File: src/rtl/iss_pkg.sv
`timescale 1ns / 1ps
`default_nettype none
// ----------------------------------------------------------------------------
// iss_pkg: shared definitions of the insertion sorter
// widths, defaults and the control bundle handed to every sorting cell
// ----------------------------------------------------------------------------
package iss_pkg;

	// default geometry
	localparam int DEPTH_DEF      = 16;
	localparam int VALUE_BITS_DEF = 32;

	// running shift total
	localparam int              SHIFT_BITS = 11;
	localparam logic [SHIFT_BITS-1:0] SHIFT_MAX = {SHIFT_BITS{1'b1}};

	// per-cell control from the top level
	typedef struct packed {
		logic insert;   // a word is being inserted this cycle
		logic drain;    // the row shifts down by one place
		logic valid;    // this cell holds a stored value
		logic at_fill;  // this cell is the first free place
	} cell_ctl_t;

endpackage
`default_nettype wire

File: src/rtl/iss_in_if.sv
`timescale 1ns / 1ps
`default_nettype none
// ----------------------------------------------------------------------------
// iss_in_if: input channel of the insertion sorter
// one word carries a value to sort and its end-of-set mark
// ----------------------------------------------------------------------------
interface iss_in_if #(
	parameter int VALUE_BITS = iss_pkg::VALUE_BITS_DEF
);
	logic                         valid;
	logic                         ready;
	logic signed [VALUE_BITS-1:0] value;
	logic                         last;

	modport source (output valid, output value, output last, input ready);
	modport sink   (input valid, input value, input last, output ready);
endinterface
`default_nettype wire

File: src/rtl/iss_out_if.sv
`timescale 1ns / 1ps
`default_nettype none
// ----------------------------------------------------------------------------
// iss_out_if: result channel of the insertion sorter
// one word carries a sorted value with run status
// ----------------------------------------------------------------------------
interface iss_out_if #(
	parameter int VALUE_BITS = iss_pkg::VALUE_BITS_DEF
);
	logic                            valid;
	logic                            ready;
	logic signed [VALUE_BITS-1:0]    sorted_value;
	logic                            end_of_run;
	logic [iss_pkg::SHIFT_BITS-1:0]  shift_count;
	logic                            overflow;

	modport source (output valid, output sorted_value, output end_of_run,
		output shift_count, output overflow, input ready);
	modport sink   (input valid, input sorted_value, input end_of_run,
		input shift_count, input overflow, output ready);
endinterface
`default_nettype wire

File: src/rtl/iss_cell.sv
`timescale 1ns / 1ps
`default_nettype none
// ----------------------------------------------------------------------------
// iss_cell: one place of the sorted row
// compares the incoming value with its own, shifts up on insert, down on drain
// ----------------------------------------------------------------------------
module iss_cell #(
	parameter int VALUE_BITS = iss_pkg::VALUE_BITS_DEF
) (
	input  wire logic                         clk,
	input  wire iss_pkg::cell_ctl_t           ctl,
	input  wire logic signed [VALUE_BITS-1:0] new_val,
	input  wire logic signed [VALUE_BITS-1:0] left_val,
	input  wire logic                         left_gt,
	input  wire logic signed [VALUE_BITS-1:0] right_val,
	output logic signed [VALUE_BITS-1:0]      value,
	output logic                              gt,
	output logic                              take_new
);

	logic signed [VALUE_BITS-1:0] value_q;
	logic                         wr_en;

	// strictly greater stored values move up, equal ones stay below
	assign gt       = ctl.valid && (value_q > new_val);
	assign wr_en    = ctl.insert && (gt || ctl.at_fill);
	assign take_new = wr_en && !left_gt;
	assign value    = value_q;

	// insert takes the left neighbor or the new value, drain takes the right
	always_ff @(posedge clk) begin
		if (wr_en) begin
			value_q <= left_gt ? left_val : new_val;
		end else if (ctl.drain) begin
			value_q <= right_val;
		end
	end

endmodule
`default_nettype wire

File: src/rtl/insertion_sorter_with_shift_count.sv
`timescale 1ns / 1ps
`default_nettype none
// ----------------------------------------------------------------------------
// insertion_sorter_with_shift_count: streaming insertion sorter
// row of compare-and-shift cells with a running shift (inversion) count
// ----------------------------------------------------------------------------
//  channel  dir  words                       payload
//  din      in   one per value               value, last
//  dout     out  fill count per set, on last sorted_value, end_of_run,
//                                            shift_count, overflow
//
//  din takes one word every cycle while collecting; all cells compare and shift in parallel.
//  after a word marked last: a settle state for the shift total, then one
//  result per cycle from cell 0 while dout.ready is high (row shifts down).
//  din stays blocked from the last word until the final result is taken.
//  reset clears fill count, shift total, overflow flag and state; cells are
//  not cleared, only places below the fill count are read.
// ----------------------------------------------------------------------------
module insertion_sorter_with_shift_count #(
	parameter int DEPTH      = iss_pkg::DEPTH_DEF,
	parameter int VALUE_BITS = iss_pkg::VALUE_BITS_DEF
) (
	input  wire logic  clk,
	input  wire logic  arst_n,
	iss_in_if.sink     din,
	iss_out_if.source  dout
);

	localparam int FW = $clog2(DEPTH + 1);
	localparam int PW = $clog2(DEPTH);
	localparam int SB = iss_pkg::SHIFT_BITS;

	typedef enum logic [2:0] {
		ST_COLLECT = 3'b001,
		ST_SETTLE  = 3'b010,
		ST_DRAIN   = 3'b100
	} state_t;

	state_t              state_q;
	logic [FW-1:0]       fill_q;
	logic [SB-1:0]       total_q;
	logic                dropped_q;
	logic [FW-1:0]       delta_s1;

	logic                in_acc;
	logic                out_acc;
	logic                insert_en;
	logic                drain_en;
	logic [PW-1:0]       ins_pos;
	logic [FW-1:0]       shifts;
	logic [SB:0]         sum;

	logic signed [VALUE_BITS-1:0] cell_val [DEPTH];
	logic [DEPTH-1:0]             cell_gt;
	logic [DEPTH-1:0]             cell_new;

	// handshakes
	assign din.ready = (state_q == ST_COLLECT);
	assign in_acc    = din.valid && din.ready;
	assign out_acc   = dout.valid && dout.ready;
	assign insert_en = in_acc && (fill_q < FW'(DEPTH));
	assign drain_en  = out_acc;

	// row of cells
	for (genvar i = 0; i < DEPTH; i++) begin : g_cell
		iss_pkg::cell_ctl_t           ctl;
		logic signed [VALUE_BITS-1:0] left_v;
		logic signed [VALUE_BITS-1:0] right_v;
		logic                         left_g;

		assign ctl.insert  = insert_en;
		assign ctl.drain   = drain_en;
		assign ctl.valid   = (FW'(i) < fill_q);
		assign ctl.at_fill = (FW'(i) == fill_q);

		if (i == 0) begin : g_first
			assign left_v = '0;
			assign left_g = 1'b0;
		end else begin : g_mid
			assign left_v = cell_val[i-1];
			assign left_g = cell_gt[i-1];
		end

		if (i == DEPTH - 1) begin : g_end
			assign right_v = '0;
		end else begin : g_inner
			assign right_v = cell_val[i+1];
		end

		iss_cell #(
			.VALUE_BITS (VALUE_BITS)
		) u_cell (
			.clk       (clk),
			.ctl       (ctl),
			.new_val   (din.value),
			.left_val  (left_v),
			.left_gt   (left_g),
			.right_val (right_v),
			.value     (cell_val[i]),
			.gt        (cell_gt[i]),
			.take_new  (cell_new[i])
		);
	end

	// place of the new word, encoded from the one-hot take flags
	always_comb begin
		ins_pos = '0;
		for (int i = 0; i < DEPTH; i++) begin
			ins_pos = ins_pos | (cell_new[i] ? PW'(i) : '0);
		end
	end

	// words moved up equals fill minus the insert place
	assign shifts = fill_q - FW'(ins_pos);

	// saturating accumulate of the previous cycle's shifts
	assign sum = {1'b0, total_q} + (SB+1)'(delta_s1);

	// control state
	always_ff @(posedge clk or negedge arst_n) begin
		if (!arst_n) begin
			state_q   <= ST_COLLECT;
			fill_q    <= '0;
			total_q   <= '0;
			dropped_q <= 1'b0;
			delta_s1  <= '0;
		end else begin
			delta_s1 <= insert_en ? shifts : '0;
			// total clears with the final result of a set
			if ((state_q == ST_DRAIN) && out_acc && (fill_q == FW'(1))) begin
				total_q <= '0;
			end else begin
				total_q <= (sum > (SB+1)'(iss_pkg::SHIFT_MAX)) ? iss_pkg::SHIFT_MAX
					: sum[SB-1:0];
			end
			case (state_q)
				ST_COLLECT: begin
					if (insert_en) begin
						fill_q <= fill_q + FW'(1);
					end else if (in_acc) begin
						dropped_q <= 1'b1;
					end
					if (in_acc && din.last) begin
						state_q <= ST_SETTLE;
					end
				end
				ST_SETTLE: begin
					state_q <= ST_DRAIN;
				end
				ST_DRAIN: begin
					if (out_acc) begin
						fill_q <= fill_q - FW'(1);
						if (fill_q == FW'(1)) begin
							state_q   <= ST_COLLECT;
							dropped_q <= 1'b0;
						end
					end
				end
				default: begin
					state_q <= ST_COLLECT;
				end
			endcase
		end
	end

	// result word from the bottom cell
	assign dout.valid        = (state_q == ST_DRAIN);
	assign dout.sorted_value = cell_val[0];
	assign dout.end_of_run   = (fill_q == FW'(1));
	assign dout.shift_count  = total_q;
	assign dout.overflow     = dropped_q;

`ifndef SYNTHESIS
	// a draining row is never empty
	a_drain_nonempty: assert property (@(posedge clk) disable iff (!arst_n)
		dout.valid |-> (fill_q != '0))
		else $error("drain with empty row");

	// the new word lands in at most one cell
	a_one_place: assert property (@(posedge clk) disable iff (!arst_n)
		$onehot0(cell_new))
		else $error("new word taken by several cells");

	// an insert always lands somewhere
	a_insert_lands: assert property (@(posedge clk) disable iff (!arst_n)
		insert_en |-> $onehot(cell_new))
		else $error("insert found no place");

	// after the last word the settle state follows, with both sides closed
	a_settle: assert property (@(posedge clk) disable iff (!arst_n)
		(in_acc && din.last) |=> (!din.ready && !dout.valid))
		else $error("no settle cycle after last word");
`endif

endmodule
`default_nettype wire
File: src/flat_wrapper.sv
// flat-port wrapper written by rule: the top's interface ports become plain ports
module insertion_sorter_with_shift_count_flat 
#(
	parameter int DEPTH      = iss_pkg::DEPTH_DEF,
	parameter int VALUE_BITS = iss_pkg::VALUE_BITS_DEF
)
  (clk, arst_n, din_valid, din_value, din_last, din_ready, dout_valid, dout_sorted_value, dout_end_of_run, dout_shift_count, dout_overflow, dout_ready);
  iss_in_if #(.VALUE_BITS(VALUE_BITS)) din_i ();
  iss_out_if #(.VALUE_BITS(VALUE_BITS)) dout_i ();
  input  wire logic clk;
  input  wire logic arst_n;
  input wire logic [$bits(din_i.valid)-1:0] din_valid;
  input wire logic [$bits(din_i.value)-1:0] din_value;
  input wire logic [$bits(din_i.last)-1:0] din_last;
  output wire logic [$bits(din_i.ready)-1:0] din_ready;
  output wire logic [$bits(dout_i.valid)-1:0] dout_valid;
  output wire logic [$bits(dout_i.sorted_value)-1:0] dout_sorted_value;
  output wire logic [$bits(dout_i.end_of_run)-1:0] dout_end_of_run;
  output wire logic [$bits(dout_i.shift_count)-1:0] dout_shift_count;
  output wire logic [$bits(dout_i.overflow)-1:0] dout_overflow;
  input wire logic [$bits(dout_i.ready)-1:0] dout_ready;
  assign din_i.valid = din_valid;
  assign din_i.value = din_value;
  assign din_i.last = din_last;
  assign din_ready = din_i.ready;
  assign dout_valid = dout_i.valid;
  assign dout_sorted_value = dout_i.sorted_value;
  assign dout_end_of_run = dout_i.end_of_run;
  assign dout_shift_count = dout_i.shift_count;
  assign dout_overflow = dout_i.overflow;
  assign dout_i.ready = dout_ready;
  insertion_sorter_with_shift_count #(.DEPTH(DEPTH), .VALUE_BITS(VALUE_BITS)) u_core (.clk(clk), .arst_n(arst_n), .din(din_i), .dout(dout_i));
endmodule
File: config.mk
export PLATFORM = sky130hd
export DESIGN_NAME = insertion_sorter_with_shift_count_flat
export DESIGN_NICKNAME = d
export VERILOG_FILES = /design/src/rtl/iss_pkg.sv /design/src/rtl/iss_in_if.sv /design/src/rtl/iss_out_if.sv /design/src/rtl/iss_cell.sv /design/src/rtl/insertion_sorter_with_shift_count.sv /design/src/flat_wrapper.sv
export SDC_FILE = /design/constraint.sdc
export NUM_CORES = 2
export LEC_CHECK = 0
export BUFFER_PORTS_ARGS = -buffer_cell sky130_fd_sc_hd__buf_2
export CAP_MARGIN = 15
export CORE_ASPECT_RATIO = 1.5
export CORE_UTILIZATION = 30
export DETAILED_ROUTE_END_ITERATION = 7
export PLACE_DENSITY_LB_ADDON = 0.1
export SETUP_SLACK_MARGIN = 0.2
export SKIP_LAST_GASP = 1
export SLEW_MARGIN = 20
export SYNTH_ARGS = -nofsm -noshare
export SYNTH_HDL_FRONTEND = slang
export SYNTH_SLANG_ARGS = --single-unit
File: constraint.sdc
create_clock -name clk -period 11.93 [get_ports clk]
set_input_delay 0.5965 -clock clk [delete_from_list [all_inputs] [get_ports clk]]
set_output_delay 0.5965 -clock clk [all_outputs]
set_load 0.02 [all_outputs]
# [Word level (Yosys, flattened, before mapping)]
# Index checks and enable logic that the tools add are counted.
[op_classes] addsub=4 order_cmp=34 eq_ne=25 mux=77 n_bitwise=14 reduce_logical=105
[ops] cell="two-way mux 32 bit" n=47
[ops] cell="> comparator 32 bit" n=16
[ops] cell="OR 4 bit" n=14
[ops] cell="logical AND 1 bit" n=53
[ops] cell="equality test 4 x 5 -> 1 bit, first input constant" n=8
[ops] cell="< comparator 4 x 5 -> 1 bit, first input constant" n=8
[ops] cell="nonzero test 2 bit" n=17
[ops] cell="two-way mux 4 bit" n=8
[ops] cell="two-way mux 11 bit" n=2
[ops] cell="two-way mux 3 bit" n=7
[ops] cell="equality test 3 x 5 -> 1 bit, first input constant" n=4
[ops] cell="< comparator 3 x 5 -> 1 bit, first input constant" n=4
[ops] cell="logical OR 1 bit" n=16
[ops] cell="logical NOT 1 bit" n=15
[ops] cell="two-way mux 5 bit" n=3
[ops] cell="adder 11 x 5 -> 12 bit" n=1
[ops] cell="> comparator 12 x 11 -> 1 bit, second input constant" n=1
[ops] cell="!= test 2 bit, second input constant" n=6
[ops] cell="equality test 2 x 5 -> 1 bit, first input constant" n=2
[ops] cell="< comparator 1 x 5 -> 1 bit, first input constant" n=2
[ops] cell="< comparator 2 x 5 -> 1 bit, first input constant" n=2
[ops] cell="case mux 5 bit (2 select lines)" n=1
[ops] cell="case mux 3 bit (3 select lines)" n=1
[ops] cell="AND reduction 3 bit" n=2
[ops] cell="other kinds (14)" n=19
[totals] regBits=537 inputBits=37 output_inout_bits=47

# [Depth between registers and ports, before layout]
[logic_depth] word_depth=22 mapped_depth=19

# [By module]
# Synthesis repeated with hierarchy kept, for this count alone.
[hier_totals] cells_unflattened=4388 hier_area_um2=42542.1
[by_module_without_submodules] mod="iss_cell" n_inst=16 cells_each=261 area_each_um2=2541.2 seq_area_each_um2=960.9
[by_module_without_submodules] mod="insertion_sorter_with_shift_count" n_inst=1 cells_each=212 area_each_um2=1883.1 seq_area_each_um2=626.9

# [Worst setup path after synthesis]
# OpenSTA, ideal clock, no wires.
[synth_path] path_type="input to register" startpoint="input din_value[14]" endpoint="register u_core.delta_s1[3]" setup_ps=131 arrival_time_ps=4267 required_time_ps=11799 slack_ps=7531 path_stages=18 path_buffers=2 cell_sequence="inv_1 -> ha_1 -> a21oi_1 -> nand2_1 -> a221o_1 -> o31ai_1 -> and4b_1 -> mux2_1 -> buf_2 -> a21oi_2 -> buf_2 -> o22ai_1 -> a2111oi_2 -> ha_1 -> a21o_1 -> a21oi_1 -> xor2_1 -> nor2_1"
[synth_via] elab_chain_len=22
[synth_lines] element="start, declared" line="flat_wrapper.sv:13" text="input wire logic [$bits(din_i.value)-1:0] din_value;"
[synth_lines] element="> comparator 32 bit" line="iss_cell.sv:25" text="assign gt = ctl.valid && (value_q > new_val);"
[synth_lines] element="logical AND 1 bit" line="iss_cell.sv:25"
[synth_lines] element="logical OR 1 bit" line="iss_cell.sv:26" text="assign wr_en = ctl.insert && (gt || ctl.at_fill);"
[synth_lines] element="logical AND 1 bit" line="iss_cell.sv:26"
[synth_lines] element="logical AND 1 bit" line="iss_cell.sv:27" text="assign take_new = wr_en && !left_gt;"
[synth_lines] element="two-way mux 1 bit / two-way mux 2 bit (equally long branches)" line="insertion_sorter_with_shift_count.sv:109" text="ins_pos = ins_pos | (cell_new[i] ? PW'(i) : '0);"
[synth_lines] element="OR 4 bit (13 in a row)" line="insertion_sorter_with_shift_count.sv:109"
[synth_lines] element="OR 4 bit (*)" line="insertion_sorter_with_shift_count.sv:109"
[synth_lines] element="subtractor 5 x 4 -> 5 bit (*)" line="insertion_sorter_with_shift_count.sv:114" text="assign shifts = fill_q - FW'(ins_pos);"
[synth_lines] element="two-way mux 5 bit (*)" line="insertion_sorter_with_shift_count.sv:128" text="delta_s1 <= insert_en ? shifts : '0;"
[synth_lines] element="end signal, assigned" line="insertion_sorter_with_shift_count.sv:128"
[synth_lines] element="end, declared" line="insertion_sorter_with_shift_count.sv:43" text="logic [FW-1:0] delta_s1;"
# Mark *: on every way between the ends. The rest lies on a longest branch, timed or not.
# A chain may end at the register's enable or synchronous reset.

# [Worst setup path after layout]
[layout_path] startpoint="input din_value[25]" endpoint="register u_core.g_cell[0].u_cell.value_q[21], enable pin"
[layout_via] elab_chain_len=5
[layout_lines] element="> comparator 32 bit" line="iss_cell.sv:25"
[layout_lines] element="logical AND 1 bit" line="iss_cell.sv:25"
[layout_lines] element="logical OR 1 bit" line="iss_cell.sv:26"
[layout_lines] element="logical AND 1 bit" line="iss_cell.sv:26"
[layout_lines] element="nonzero test 2 bit (no line)"
[layout_lines] element="end signal, assigned" line="iss_cell.sv:33" text="value_q <= left_gt ? left_val : new_val;"
[layout_lines] element="end signal, assigned" line="iss_cell.sv:35" text="value_q <= right_val;"
[layout_lines] element="end, declared" line="iss_cell.sv:21" text="logic signed [VALUE_BITS-1:0] value_q;"
# No other way between the ends.

==> qor.yml <==
setup_path:
  crit_path_end_kind: "flip-flop"
  arrival_ns: 5.81
  crit_type: "input pin to flip-flop"
  cp_common_cell: "buf_4"
  crit_path_start_kind: "input pin"
  worstPathMaxFanout: 34
  cp_slowest_cell: "buf_4"
  critical_path.top_delay_family: "buffers and inverters"
  path_buf_inv: 6
  required_ns: 12.22
  reg2reg_from: "u_core.g_cell[14].u_cell.value[7]$_DFFE_PP_"
  crit_chain: "buf_2 -> inv_1 -> buf_4 -> ha_1 -> nand3_1 -> nor4_1 -> nand4_1 -> a22oi_1 -> mux2i_1 -> a211oi_4 -> buf_4 -> o21ai_4 -> buf_4 -> nand2_2 -> buf_4"
  startpoint: "din_value[25]"
  cpPeakStageDelay_ns: 0.69
sta:
  final-setup-viol-count: 0
  fin_crit_sh_pct: 46.30
  worst_pin_slew_ns: 1.176
  final_max_slew_viol_count: 0
  fin_worst_skew_ns: 0.02218
  setup_tns_ns: 0
  fin_crit_ns: 5.523
  final_hold_viol_count: 0
  clock.fmax_mhz: 181.1
  relSlewSlack_pct: 20.90
  holdWs_ns: 0.2358
  grt_setup_unrepaired: "false"
clock_network:
  cts_setup_buffers: 0
  clock_path_buffers: 3
  clock-sinks: 537
  clk_pin_slew_ns: 0.06
  cts-root-buf: "clkbuf_16"
  htreeDepth: 3
  clk_latency_ns: 0.66
  cts_buffers: 67
  cts_tree: "yes"
grt:
  grt_overflow_total: 0
  grt_pass1_wl_um: 212500
  track_usage_pct: 22.48
  antenna_found_initial: 8
  grt_pass1_vias: 30670
  grt_max_degree: 67
die:
  initial_core_util_pct: 30.29
  ios: 84
  die_y_um: 437.7
  die_x_um: 292.5
  coreArea_um2: 125300
  row_count: 159
  dieArea_um2: 128000
synth:
  synth_area_um2: 37970
  ys_types: 78
  postSynthCellCount: 3830
  yosys_warnings: 0
  synth_area_leaders: "edfxtp_1 (40%), ha_1 (16%), mux2i_1 (9.3%), a21oi_1 (5.9%), o21ai_0 (5.3%)"
  synth_ff_type: "edfxtp_1"
  synthArstFlopShare_pct: 4.655
  synth_nets: 4363
  yosysSeqAreaShare_pct: 42.15
  yosys.area.top_type: "edfxtp_1"
  syn_area_per_cell_um2: 9.913
  synth_top_cell_area_share_pct: 40.50
  synth_edf_count: 512
  ys_seq_elements: 537
final_layout:
  syn2layout_area_growth_pct: 11.68
  nets: 4391
  instances_no_fill: 5522
  nFillCells: 12950
  mostFrequentLayoutCells: "edfxtp_1 (512), ha_1 (494), nand2_1 (485)"
  finish.utilization_pct: 33.83
  multiInputGateArea_um2: 20990
  final_common_cell: "edfxtp_1"
  drive_gt1_share_pct: 7.856
  seqCellArea_um2: 16000
power:
  p_leak_nw: 17.61
  combPwrFrac_pct: 41.3
  p_int_mw: 4.961
  vdd_drop_max_v: 0.0001466
  p_switching_mw: 3.523
  switching_share_pct: 41.53
  powerDensity_nw_per_um2: 200.1
  power_frac_seq_pct: 34.7
  power_frac_clock_pct: 24.0
hold_path:
  worstHoldStart: "din_last"
  hp-class: "input pin to flip-flop"
placement:
  placed_cells: 5398
  dpl.hpwl_um: 106400
  io_buffers: 83
  routabilityCongestion: 0.8474
route:
  drt_iter0_drc: 1718
  drc: 0
  detail_route.wl_per_cell_um: 26.23
  post_drt_via_cell_ratio: 5.438
  ant_nets: 0
  dr.pass1.iters: 5
  routed_wl_um: 144900
  via_count: 30030
flow_run:
  max_cap_violations: 0
outcome:
  outcome: "complete, no violations"
## cell type report
cell class | instances | area share [%]
multi-input combinational | 3017 | 49.50
sequential | 537 | 37.74
tap | 1610 | 4.751
clock buffer | 86 | 4.246
timing repair buffer | 173 | 2.579
clock inverter | 33 | 0.6108
inverter | 62 | 0.5489
antenna | 4 | 0.02361
## per-stage QoR
step / power, mW / area, um2 / worst slack, ns
finish: 8.484 / 42400 / 6.407
global route: 9.003 / 42390 / 6.233
CTS: 8.576 / 42390 / 6.389
detailed placement: 6.501 / 40320 / 5.676
global placement: 6.487 / 40320 / 5.753
floorplan: 5.249 / 37970 / 7.531
## routing by layer
metal	global-route usage (%)	wire length [um]	vias up
met3	2.334	4067	201
met5	0	12	-
met1	26.94	61210	14870
met4	7.085	4206	2
li1	-	-	14400
met2	41.59	75370	554
## what timing repair did
action	CTS	global route
endpoints found under the hold margin	24	0
resized for setup	0	0
hold buffers	1	0
## cell families after synthesis
kind of cell	after synthesis	share of synthesized area (%)
buffers and inverters	276	3.042
muxes	393	10.53
adders and majority gates	496	16.39
xor gates and xnor gates	13	0.2999
and+or+nand+nor	1081	12.55
AOI/OAI and AO/OA	1034	15.04
DFF	537	42.15
## state kept, by name, summed over array words and instances (netlist names)
register and cells:
u_core.dout.overflow 1, u_core.g_cell.u_cell.value 512, u_core.fill_q 5, u_core.state_q 3, u_core.dout.shift_count 11, u_core.delta_s1 5
## power groups by stage
stage                     registers, mW  clock network [mW]  logic, mW
after floorplan                    2.84                   0       2.41
after global placement             2.99                   0       3.50
after detailed placement           2.99                   0       3.52
after CTS                          2.95                2.10       3.53
after global routing               2.97                2.15       3.88
final                              2.94                2.04       3.50
## synthesized netlist by cell type (all sizes together), types with 10 or more instances
cell    number
edfxtp     512
ha         494
nand2      489
a21oi      453
o21ai      418
mux2i      355
nor2       313
clkbuf     133
nand4      100
buf         81
inv         62
nand3       52
mux2        38
a21o        27
o211ai      26
dfrtp       24
nor2b       24
nor4        21
nor3        17
a221oi      16
a211oi      13
and4        13
nand2b      12
and2        11
a31oi       10
## worst paths after layout
check,to,slack (ns),depth (start not counted)
setup / recovery,u_core.g_cell[0].u_cell.value[21]$_DFFE_PP_,6.41,15
hold / removal,u_core.state_q[1]$_DFFE_PN0P_,0.24,2
min in group asynchronous,u_core.dout.shift_count[4]$_DFF_PN0_,0.53,2
max in group asynchronous,u_core.state_q[2]$_DFFE_PN0P_,10.96,2
setup reg to reg,u_core.delta_s1[3]$_DFF_PN0_,6.63,16
hold reg to reg,u_core.g_cell[14].u_cell.value[24]$_DFFE_PP_,0.52,2
## worst reg2reg max path, delay by kind of cell, from the launching register on
family	cells	cell delay (ns)
xor gates and xnor gates	1	0.15
buffers and inverters	1	0.57
AOI/OAI and AO/OA	9	2.67
DFF	1	0.46
and+or+nand+nor	2	0.30
muxes	1	0.38
adders and majority gates	2	0.66
No activity file was read; power rests on OpenSTA's default activity.
